File: src/rtl/mtpc_pkg.sv
package mtpc_pkg;

    // Field widths of the item payloads.
    localparam int MV_W    = 12;
    localparam int PCT_W   = 7;
    localparam int PHASE_W = 2;

    // Quotient bits the divider resolves; anything at or above 2**QUO_W saturates.
    localparam int QUO_W   = 7;
    // Width of (mv - wet) * 100 for millivolts below 2500.
    localparam int NUM_W   = 18;

    // Arithmetic constants.
    localparam int FULL_SCALE_MV = 2500;
    localparam logic [PCT_W-1:0] PCT_MAX = 7'd100;
    localparam logic [PCT_W-1:0] PCT_ZERO = 7'd0;

    // Calibration reference values after reset.
    localparam logic [MV_W-1:0] DRY_RESET_MV  = 12'd2200;
    localparam logic [MV_W-1:0] WET_RESET_MV  = 12'd1100;
    localparam logic [MV_W-1:0] SPAN_RESET_MV = 12'd1100;
    localparam logic [MV_W-1:0] SPAN_MIN      = 12'd1;

    // Calibration phase codes.
    localparam logic [PHASE_W-1:0] PH_DRY = 2'd0;
    localparam logic [PHASE_W-1:0] PH_WET = 2'd1;
    localparam logic [PHASE_W-1:0] PH_OK  = 2'd2;

    // Operation codes.
    localparam logic OP_MEASURE = 1'b0;
    localparam logic OP_CAL     = 1'b1;

    typedef struct packed {
        logic            op;
        logic [11:0]     adc_sample;
    } t_in;

    typedef struct packed {
        logic [MV_W-1:0]    millivolts;
        logic [PCT_W-1:0]   moisture_percent;
        logic               is_calibrated;
        logic [PHASE_W-1:0] cal_phase;
    } t_out;

endpackage

File: src/rtl/mtpc_div.sv
// Restoring divider for the moisture level: one compare and subtract per cycle.
// It resolves QUO_W quotient bits after a first step that detects saturation,
// and returns 100 minus the level clamped at 100.
module mtpc_div (
    input  logic                        i_clk,
    input  logic                        i_rst_n,
    input  logic                        i_start,
    input  logic [mtpc_pkg::NUM_W-1:0]  i_num,
    input  logic [mtpc_pkg::MV_W-1:0]   i_den,
    output logic                        o_done,
    output logic [mtpc_pkg::PCT_W-1:0]  o_pct
);

    localparam int NumW = mtpc_pkg::NUM_W;
    localparam int QuoW = mtpc_pkg::QUO_W;
    localparam int DshW = mtpc_pkg::MV_W + QuoW;
    localparam int CntW = $clog2(QuoW + 1);
    localparam int PctW = mtpc_pkg::PCT_W;
    localparam logic [CntW-1:0] CntTop = CntW'(QuoW);

    logic                r_busy;
    logic                r_done;
    logic [CntW-1:0]     r_k;
    logic [NumW-1:0]     r_rem;
    logic [DshW-1:0]     r_dsh;
    logic [QuoW-1:0]     r_q;
    logic [PctW-1:0]     r_pct;

    logic                w_ge;
    logic [QuoW-1:0]     w_q_final;

    // Shared compare of the remainder against the shifted divisor.
    assign w_ge      = DshW'(r_rem) >= r_dsh;
    assign w_q_final = {r_q[QuoW-2:0], w_ge};

    // Sequencer and datapath registers of the divider.
    always_ff @(posedge i_clk) begin
        if (!i_rst_n) begin
            r_busy <= 1'b0;
            r_done <= 1'b0;
            r_k    <= '0;
        end else begin
            r_done <= 1'b0;
            if (i_start && !r_busy) begin
                r_busy <= 1'b1;
                r_k    <= CntTop;
                r_rem  <= i_num;
                r_dsh  <= {i_den, QuoW'(0)};
                r_q    <= '0;
            end else if (r_busy) begin
                r_dsh <= r_dsh >> 1;
                r_q   <= w_q_final;
                r_k   <= r_k - 1'b1;
                if (w_ge) begin
                    r_rem <= r_rem - r_dsh[NumW-1:0];
                end
                if (r_k == CntTop && w_ge) begin
                    // Level of 128 or more: fully dry.
                    r_busy <= 1'b0;
                    r_done <= 1'b1;
                    r_pct  <= mtpc_pkg::PCT_ZERO;
                end else if (r_k == '0) begin
                    r_busy <= 1'b0;
                    r_done <= 1'b1;
                    if (w_q_final > mtpc_pkg::PCT_MAX) begin
                        r_pct <= mtpc_pkg::PCT_ZERO;
                    end else begin
                        r_pct <= mtpc_pkg::PCT_MAX - w_q_final;
                    end
                end
            end
        end
    end

    assign o_done = r_done;
    assign o_pct  = r_pct;

endmodule

File: src/rtl/moisture_two_point_calibration.sv
// An accepted item passes S_PREP, S_DIV while the divider runs, and S_OUT, where it waits to
// load the result register; a fixed result (uncalibrated or wet) skips S_DIV, and the divider
// stops early on a level of 128 or more. The 8-step divider and output stalls pace the items.
// The input is not ready while an item is in progress or its result cannot be loaded.
// Reset (synchronous, active low) returns to the dry phase, uncalibrated, with
// references of 2200 mV dry, 1100 mV wet and a span of 1100 mV.
module moisture_two_point_calibration #(
    parameter int ADC_BITS = 12
) (
    input  logic            i_clk,
    input  logic            i_rst_n,
    input  logic            i_in_valid,
    input  mtpc_pkg::t_in   i_in_data,
    output logic            o_in_ready,
    output logic            o_out_valid,
    output mtpc_pkg::t_out  o_out_data,
    input  logic            i_out_ready
);

    localparam int MvW   = mtpc_pkg::MV_W;
    localparam int NumW  = mtpc_pkg::NUM_W;
    localparam int PctW  = mtpc_pkg::PCT_W;
    localparam int PhW   = mtpc_pkg::PHASE_W;
    localparam int ProdW = ADC_BITS + MvW;
    localparam logic [ProdW-1:0] SampMask = ProdW'((64'd1 << ADC_BITS) - 64'd1);

    typedef enum logic [1:0] {
        S_IDLE,
        S_PREP,
        S_DIV,
        S_OUT
    } t_state;

    t_state              r_state;
    logic [PhW-1:0]      r_phase;
    logic [MvW-1:0]      r_dry;
    logic [MvW-1:0]      r_wet;
    logic [MvW-1:0]      r_span;
    logic                r_cal;
    logic [MvW-1:0]      r_mv;
    logic [PctW-1:0]     r_pct;
    logic                r_out_valid;
    mtpc_pkg::t_out      r_out;

    logic [PhW-1:0]      n_phase;
    logic [MvW-1:0]      n_dry;
    logic [MvW-1:0]      n_wet;
    logic [MvW-1:0]      n_span;
    logic                n_cal;

    logic                w_accept;
    logic [ProdW-1:0]    w_prod;
    logic [ProdW-1:0]    w_shift;
    logic [MvW-1:0]      w_mv;
    logic [MvW-1:0]      w_diff;
    logic [NumW-1:0]     w_num;
    logic [MvW-1:0]      w_den;
    logic                w_start;
    logic                w_div_done;
    logic [PctW-1:0]     w_div_pct;
    logic                w_load;

    assign w_accept = i_in_valid && o_in_ready;
    assign o_in_ready = (r_state == S_IDLE);

    // Sample to millivolts: bits above the converter width are dropped.
    assign w_prod  = (ProdW'(i_in_data.adc_sample) & SampMask) * ProdW'(mtpc_pkg::FULL_SCALE_MV);
    assign w_shift = w_prod >> ADC_BITS;
    assign w_mv    = w_shift[MvW-1:0];

    // Calibration step applied on acceptance of a calibration item.
    always_comb begin
        n_phase = r_phase;
        n_dry   = r_dry;
        n_wet   = r_wet;
        n_span  = r_span;
        n_cal   = r_cal;
        if (w_accept && i_in_data.op == mtpc_pkg::OP_CAL) begin
            case (r_phase)
                mtpc_pkg::PH_DRY: begin
                    n_cal   = 1'b0;
                    n_dry   = w_mv;
                    n_phase = mtpc_pkg::PH_WET;
                end
                mtpc_pkg::PH_WET: begin
                    n_wet   = w_mv;
                    n_span  = (r_dry > w_mv) ? (r_dry - w_mv) : mtpc_pkg::SPAN_MIN;
                    n_cal   = 1'b1;
                    n_phase = mtpc_pkg::PH_OK;
                end
                default: begin
                    n_phase = mtpc_pkg::PH_DRY;
                end
            endcase
        end
    end

    // Numerator and divisor for the level computation.
    assign w_diff  = r_mv - r_wet;
    assign w_num   = NumW'(w_diff) * NumW'(mtpc_pkg::PCT_MAX);
    assign w_den   = (r_span == '0) ? mtpc_pkg::SPAN_MIN : r_span;
    assign w_start = (r_state == S_PREP) && r_cal && (r_mv > r_wet);

    mtpc_div u_div (
        .i_clk   (i_clk),
        .i_rst_n (i_rst_n),
        .i_start (w_start),
        .i_num   (w_num),
        .i_den   (w_den),
        .o_done  (w_div_done),
        .o_pct   (w_div_pct)
    );

    // The result register is loaded once it is empty or being taken.
    assign w_load = (r_state == S_OUT) && (!r_out_valid || i_out_ready);

    // Sequencer, calibration state and result register.
    always_ff @(posedge i_clk) begin
        if (!i_rst_n) begin
            r_state     <= S_IDLE;
            r_phase     <= mtpc_pkg::PH_DRY;
            r_dry       <= mtpc_pkg::DRY_RESET_MV;
            r_wet       <= mtpc_pkg::WET_RESET_MV;
            r_span      <= mtpc_pkg::SPAN_RESET_MV;
            r_cal       <= 1'b0;
            r_out_valid <= 1'b0;
        end else begin
            r_phase <= n_phase;
            r_dry   <= n_dry;
            r_wet   <= n_wet;
            r_span  <= n_span;
            r_cal   <= n_cal;

            if (r_out_valid && i_out_ready) begin
                r_out_valid <= 1'b0;
            end

            case (r_state)
                S_IDLE: begin
                    if (w_accept) begin
                        r_mv    <= w_mv;
                        r_state <= S_PREP;
                    end
                end
                S_PREP: begin
                    if (!r_cal) begin
                        r_pct   <= mtpc_pkg::PCT_ZERO;
                        r_state <= S_OUT;
                    end else if (r_mv <= r_wet) begin
                        r_pct   <= mtpc_pkg::PCT_MAX;
                        r_state <= S_OUT;
                    end else begin
                        r_state <= S_DIV;
                    end
                end
                S_DIV: begin
                    if (w_div_done) begin
                        r_pct   <= w_div_pct;
                        r_state <= S_OUT;
                    end
                end
                S_OUT: begin
                    if (w_load) begin
                        r_out_valid            <= 1'b1;
                        r_out.millivolts       <= r_mv;
                        r_out.moisture_percent <= r_pct;
                        r_out.is_calibrated    <= r_cal;
                        r_out.cal_phase        <= r_phase;
                        r_state                <= S_IDLE;
                    end
                end
                default: begin
                    r_state <= S_IDLE;
                end
            endcase
        end
    end

    assign o_out_valid = r_out_valid;
    assign o_out_data  = r_out;

    // A calibrated block is never waiting for its wet reference.
    a_cal_not_wet: assert property (@(posedge i_clk) disable iff (!i_rst_n)
        r_cal |-> (r_phase != mtpc_pkg::PH_WET))
        else $error("calibrated flag set in the wet phase");

    // The span is never zero, so the divider always sees a real divisor.
    a_span_nonzero: assert property (@(posedge i_clk) disable iff (!i_rst_n)
        r_span != '0)
        else $error("calibration span is zero");

    // An uncalibrated result reads zero percent.
    a_uncal_zero: assert property (@(posedge i_clk) disable iff (!i_rst_n)
        (r_out_valid && !r_out.is_calibrated) |-> (r_out.moisture_percent == mtpc_pkg::PCT_ZERO))
        else $error("uncalibrated item with nonzero moisture");

    // Moisture never exceeds full scale.
    a_pct_range: assert property (@(posedge i_clk) disable iff (!i_rst_n)
        r_out_valid |-> (r_out.moisture_percent <= mtpc_pkg::PCT_MAX))
        else $error("moisture above 100 percent");

    // The divider only reports back while the sequencer waits for it.
    a_div_done_in_div: assert property (@(posedge i_clk) disable iff (!i_rst_n)
        w_div_done |-> (r_state == S_DIV))
        else $error("divider finished outside the divide state");

endmodule

File: config.mk
export PLATFORM = sky130hd
export DESIGN_NAME = moisture_two_point_calibration
export DESIGN_NICKNAME = d
export VERILOG_FILES = /design/src/rtl/mtpc_pkg.sv /design/src/rtl/mtpc_div.sv /design/src/rtl/moisture_two_point_calibration.sv
export SDC_FILE = /design/constraint.sdc
export NUM_CORES = 1
export LEC_CHECK = 0
export ABC_AREA = 1
export BUFFER_PORTS_ARGS = -buffer_cell sky130_fd_sc_hd__buf_4
export CAP_MARGIN = 20
export CORE_MARGIN = 2
export CORE_UTILIZATION = 55
export DETAILED_ROUTE_END_ITERATION = 8
export PLACE_DENSITY = 0.72
export SYNTH_ARGS = -nofsm -noshare
export SYNTH_HDL_FRONTEND = slang
export SYNTH_SLANG_ARGS = --single-unit
File: constraint.sdc
create_clock -name i_clk -period 6.8 [get_ports i_clk]
set_clock_uncertainty 0.1 [all_clocks]
set_input_delay 0 -clock i_clk [delete_from_list [all_inputs] [get_ports i_clk]]
set_output_delay 0 -clock i_clk [all_outputs]
set_load 0.03 [all_outputs]
==> results of run 1 <==
[path summary, 6_finish.rpt]
kind | start | endpoint | slack (ns) | cells after the start
min reg2reg | r_pct[0]$_SDFFCE_PN0P_ | o_out_data[3]$_DFFE_PP_ | 0.32 | 0
min | i_in_data[11] | r_mv[11]$_DFFE_PP_ | 0.09 | 4
max reg2reg | r_mv[0]$_DFFE_PP_ | u_div.r_rem[16]$_DFFE_PP_ | 1.59 | 25
max | r_mv[0]$_DFFE_PP_ | u_div.r_rem[16]$_DFFE_PP_ | 1.59 | 25
[registers in the layout, indices dropped and copies added, names as in the netlist]
name,cells
o_out_data,22
o_out_valid,1
r_cal,1
r_dry,12
r_mv,12
r_pct,7
r_phase,2
r_span,12
r_state,2
r_wet,12
u_div.o_done,1
u_div.o_pct,7
u_div.r_busy,1
u_div.r_dsh,19
u_div.r_k,3
u_div.r_q,6
u_div.r_rem,18
[synthesized netlist by cell type (all sizes together)]
master	count
inv	298
nand2	278
ha	139
edfxtp	91
a21oi	73
nor2	65
nand3	63
o21ai	62
dfxtp	47
fa	32
xor2	24
xnor2	19
nand4	13
clkbuf	12
o22ai	12
nor3	9
or2	8
buf	6
a31oi	5
o21bai	5
a21boi	4
a21o	4
o211ai	4
and2	3
nor4	3
a221oi	2
a31o	2
nand3b	2
o21a	2
a211oi	1
a221o	1
and3	1
o31ai	1
[kinds of logic after synthesis]
| family | count (synthesis) | share of synthesized area (%) |
|---|---|---|
| and+or+nand+nor | 445 | 18.6 |
| adders and majority gates | 171 | 22.5 |
| AOI/OAI and AO/OA | 178 | 9.37 |
| DFF | 138 | 34.7 |
| xor gates and xnor gates | 43 | 3.56 |
| buffers and inverters | 316 | 11.3 |
[repair_timing]
| action | 4_1_cts | 5_1_grt |
|---|---|---|
| hold buffers | 6 | 0 |
| hold endpoints to repair | 8 | 0 |
| resized for setup | 0 | 0 |
[metal layers]
metal,up-vias,global-route usage [%]
met5,-,0
met4,0,5.68
met3,23,4.09
met2,133,40.3
met1,3837,31.1
li1,4253,-
[critical path, delay by kind of cell, from the launching register on]
family                     cells  cell delay [ns]
AOI/OAI and AO/OA              5             0.85
DFF                            1             0.45
and+or+nand+nor                9             1.03
buffers and inverters          4             0.25
adders and majority gates      6             2.01
xor gates and xnor gates       1             0.26
[per-stage QoR]
stage	instances	setup WS (ns)	util [%]	instance area (sq um)
2_1_floorplan	1291	1.86	-	10600
3_3_place_gp	1552	1.28	59.4	11100
3_5_place_dp	1552	1.25	59.4	11100
4_1_cts	1590	1.54	63.3	11900
5_1_grt	1591	1.25	63.4	11900
6_report	1591	1.59	63.4	11900
[layout make-up]
| cell class | instances | share of cell area (%) |
|---|---|---|
| clock buffers | 17 | 3.58 |
| clock inverters | 15 | 2.07 |
| inverters | 298 | 9.43 |
| multi-input cells | 837 | 48.1 |
| flip-flops and latches | 138 | 30.9 |
| well taps | 234 | 2.46 |
| repair buffers | 52 | 3.47 |
==> results_dict.tcl, run 1 <==
set metrics [dict create \
    core_area_sq_um 18800 \
    finalNetCount 1532 \
    synth_seq_cells 138 \
    highest-signal-layer "met4" \
    n_fill_cell 1614 \
    worstSkewPairLatency_ns 0.43 \
    cts_tree "done" \
    clkTransAtPathRegs_ns 0.07 \
    route.met3.wl_microns 818 \
    setup_viol 0 \
    cts_made_buffers 17 \
    die_y_microns 143 \
    cts_root_buf "clkbuf_16" \
    final-seq-area_sq_um 3670 \
    htreeDepth 4 \
    drtAntennaViolNets 0 \
    crit_arrival_ns 5.28 \
    grtUsageTotal_pct 23.5 \
    cp_data_required_time_ns 6.87 \
    synth_area_per_cell_sq_um 8.20 \
    grt-ovfl-total 0 \
    final_cell_mix "inv_1, nand2_1, ha_1" \
    ioPinCount 41 \
    status "finished clean" \
    slowest_delay_ns 0.52 \
    wl_per_cell_microns 14.2 \
    rsz0062_at_grt "false" \
    startpoint_type "flip-flop" \
    hold_viol_final 0 \
    io_buffers 40 \
    rows 50 \
    path_class "reg2reg" \
    grt_pass1_wl_microns 37900 \
    initial_core_util_pct 56.4 \
    first_pass_iters 5 \
    gp_congestion 0.943 \
    hold_path.class "in2reg" \
    min_period_ns 5.21 \
    die-area_sq_um 20400 \
    syn_nets 1479 \
    area_growth_pct 12.4 \
    ys.warnings.count 0 \
    wl_met1_microns 10800 \
    die_x_microns 143 \
    slowest_stage "fa_1" \
    synth-seq-area-share_pct 34.7 \
    grt_antenna_before_repair 0 \
    netlist.area_leader.share_pct 25.8 \
    holdWs_ns 0.0869 \
    clockBufferDepth 2 \
    route.met2.wl_microns 10700 \
    numClockSinks 138 \
    dr.first_iter.drc_count 462 \
    fin_crit_sh_pct 76.6 \
    synth_cell_types 46 \
    avgViaCountPerCell 5.18 \
    synthesis.instances 1291 \
    drv_slew 0 \
    crit_path_frequent_cell "nand2_1" \
    antennaDiodeCount 0 \
    cp-end-kind "flip-flop" \
    drive_above_1_share_pct 8.92 \
    crit_fanout 5 \
    yosys-top-cells-area "edfxtp_1, ha_1, inv_1" \
    route.detailed.drc 0 \
    syn-cell-area_sq_um 10600 \
    hpwlAfterDp_microns 17700 \
    multi_input_area_sq_um 5720 \
    fmax_mhz 192 \
    max-cap-violations 0 \
    worst_slew_pin_slew_ns 0.979 \
    vias 8246 \
    grt_pass1_vias 8042 \
    max_slew_margin_pct 34.7 \
    grt_max_degree 40 \
    routed_wl_microns 22600 \
    tns_ns 0 \
    cts_setup_buffers 0 \
    layout_commonest_cell "inv_1" \
    synth_top_cell_by_area "edfxtp_1" \
]
Power of run 1 is not shown: default switching activity piles up to over one toggle a cycle in this logic, so the estimate is an artifact.
==> inputs of run 2 (changes only) <==
- PLACE_DENSITY: 0.72 -> 0.75
- clock period: 6.8 -> 4.2 ns (I/O delays scaled with it)
==> run 2 against run 1 <==
Net effect:
- largest cell class unchanged
- sequential share of layout area fell by 5.3 points
- cell count rose by 12%
- utilization increased by 13 points
- worst hold slack gained 0.23 ns
- flip-flop and latch count unchanged
- via count is 16% higher
- critical path depth fell by 1
- routed wire length grew 25%
- die area is the same
- setup slack got worse by 2.1 ns
- the run now ends with negative setup slack left
==> results_dict.tcl, run 2 (synthesized netlist as in run 1, its figures left out) <==
set metrics [dict create \
    final_cell_mix "inv_1, buf_4, nand2_1" \
    n_fill_cell 1239 \
    route.detailed.drc 0 \
    first_pass_iters 5 \
    fmax_mhz 214 \
    gp_congestion 0.911 \
    min_period_ns 4.68 \
    vias 9537 \
    slowest_stage "fa_1" \
    wl_per_cell_microns 15.8 \
    clockBufferDepth 2 \
    die_x_microns 143 \
    largest_reg_flops 22 \
    hpwlAfterDp_microns 19500 \
    startpoint_type "flip-flop" \
    avgViaCountPerCell 5.33 \
    crit_arrival_ns 4.74 \
    drive_above_1_share_pct 31.2 \
    rsz0062_at_grt "true" \
    cts_made_buffers 17 \
    grtUsageTotal_pct 27.7 \
    hold_viol_final 0 \
    drv_slew 0 \
    fin_util_pct 76.4 \
    clkTransAtPathRegs_ns 0.07 \
    setup_viol 18 \
    grt_pass1_vias 9576 \
    rows 50 \
    placed_area_sq_um 12500 \
    status "finished with violations" \
    grt_max_degree 35 \
    die_y_microns 143 \
    antennaDiodeCount 0 \
    grt-ovfl-total 0 \
    layout_commonest_cell "inv_1" \
    grt_pass1_wl_microns 44400 \
    numClockSinks 138 \
    path_class "reg2reg" \
    fin_area_sq_um 14300 \
    violations "negative setup slack" \
    finalNetCount 1729 \
    worstSkewPairLatency_ns 0.42 \
    critical_path_buf_inv_count 4 \
    drtAntennaViolNets 0 \
    path_delay_family "adder cells" \
    ioPinCount 41 \
    max_slew_margin_pct 45.3 \
    path_cells "ha_1, inv_1, o21bai_2, a21oi_1, o21ai_1, xor2_1, inv_2, ha_1, ha_1, inv_1, fa_1, inv_2, ha_4, nand2_1, o21ai_2, nand2_1, nand2_1, nand2_2, a21boi_2, or2_4, a21oi_4, or2_4, nand2_4, o21ai_2" \
    cp_data_required_time_ns 4.26 \
    area_growth_pct 35.5 \
    cts_root_buf "clkbuf_16" \
    core_area_sq_um 18800 \
    worst_slew_pin_slew_ns 0.816 \
    routed_wl_microns 28300 \
    die-area_sq_um 20400 \
    holdWs_ns 0.321 \
    max-cap-violations 0 \
    cp-end-kind "flip-flop" \
    hold_path.class "reg2reg" \
    grt_antenna_before_repair 0 \
    fin_ws_ns -0.481 \
    crit_fanout 3 \
    dr.first_iter.drc_count 574 \
    fin_crit_sh_pct 111 \
    initial_core_util_pct 56.4 \
    cts_tree "done" \
    io_buffers 40 \
    htreeDepth 4 \
    slowest_delay_ns 0.50 \
]
## run 2: cell types whose count changed in the layout (fill, tap and decap cells not counted), sizes merged
cell         delta
buf           +198
inv             +8
bufinv          -5
clkinv          -4
clkinvlp        +1
dlygate4sd3     -1
## run 2: path summary, 6_finish.rpt
kind                          startpoint                        end  slack, ns  depth (start not counted)
setup / recovery       r_mv[2]$_DFFE_PP_  u_div.r_rem[16]$_DFFE_PP_      -0.48                         24
hold reg to reg   r_pct[3]$_SDFFCE_PN0P_    o_out_data[6]$_DFFE_PP_       0.32                          0
hold / removal    r_pct[3]$_SDFFCE_PN0P_    o_out_data[6]$_DFFE_PP_       0.32                          0
setup reg to reg       r_mv[2]$_DFFE_PP_  u_div.r_rem[16]$_DFFE_PP_      -0.48                         24
## run 2: through the flow
stage	std cells	TNS (ns)	worst slack [ns]
after detailed placement	1706	-13.16	-0.990
after global placement	1706	-10.76	-0.884
after CTS	1773	-4.78	-0.346
final	1788	-6.32	-0.481
after floorplan	1291	-6.12	-0.553
after global routing	1788	-10.15	-0.677
## run 2: repair_timing
action	4_1_cts	5_1_grt
setup endpoints to repair	20	22
hold endpoints to repair	9	0
hold buffers	5	0
setup buffers	32	15
pin swaps	82	73
resized for setup	104	84
## run 2: area by class of cell
type / count / area (sq um) / share of cell area [%]
flip-flops and latches: 138 / 3670 / 25.6
clock buffers: 17 / 425 / 2.97
repair buffers: 249 / 1910 / 13.3
multi-input cells: 837 / 6740 / 47.0
clock inverters: 15 / 165 / 1.15
inverters: 298 / 1140 / 7.95
well taps: 234 / 293 / 2.04
## run 2: routing by layer
| layer | wire [microns] | global-route usage, % |
|---|---|---|
| met1 | 11800 | 34.4 |
| met2 | 14300 | 48.7 |
| met3 | 1250 | 3.79 |
| met4 | 976 | 10.9 |
| met5 | 0 | 0 |
Power of run 2 is left out for the same reason.
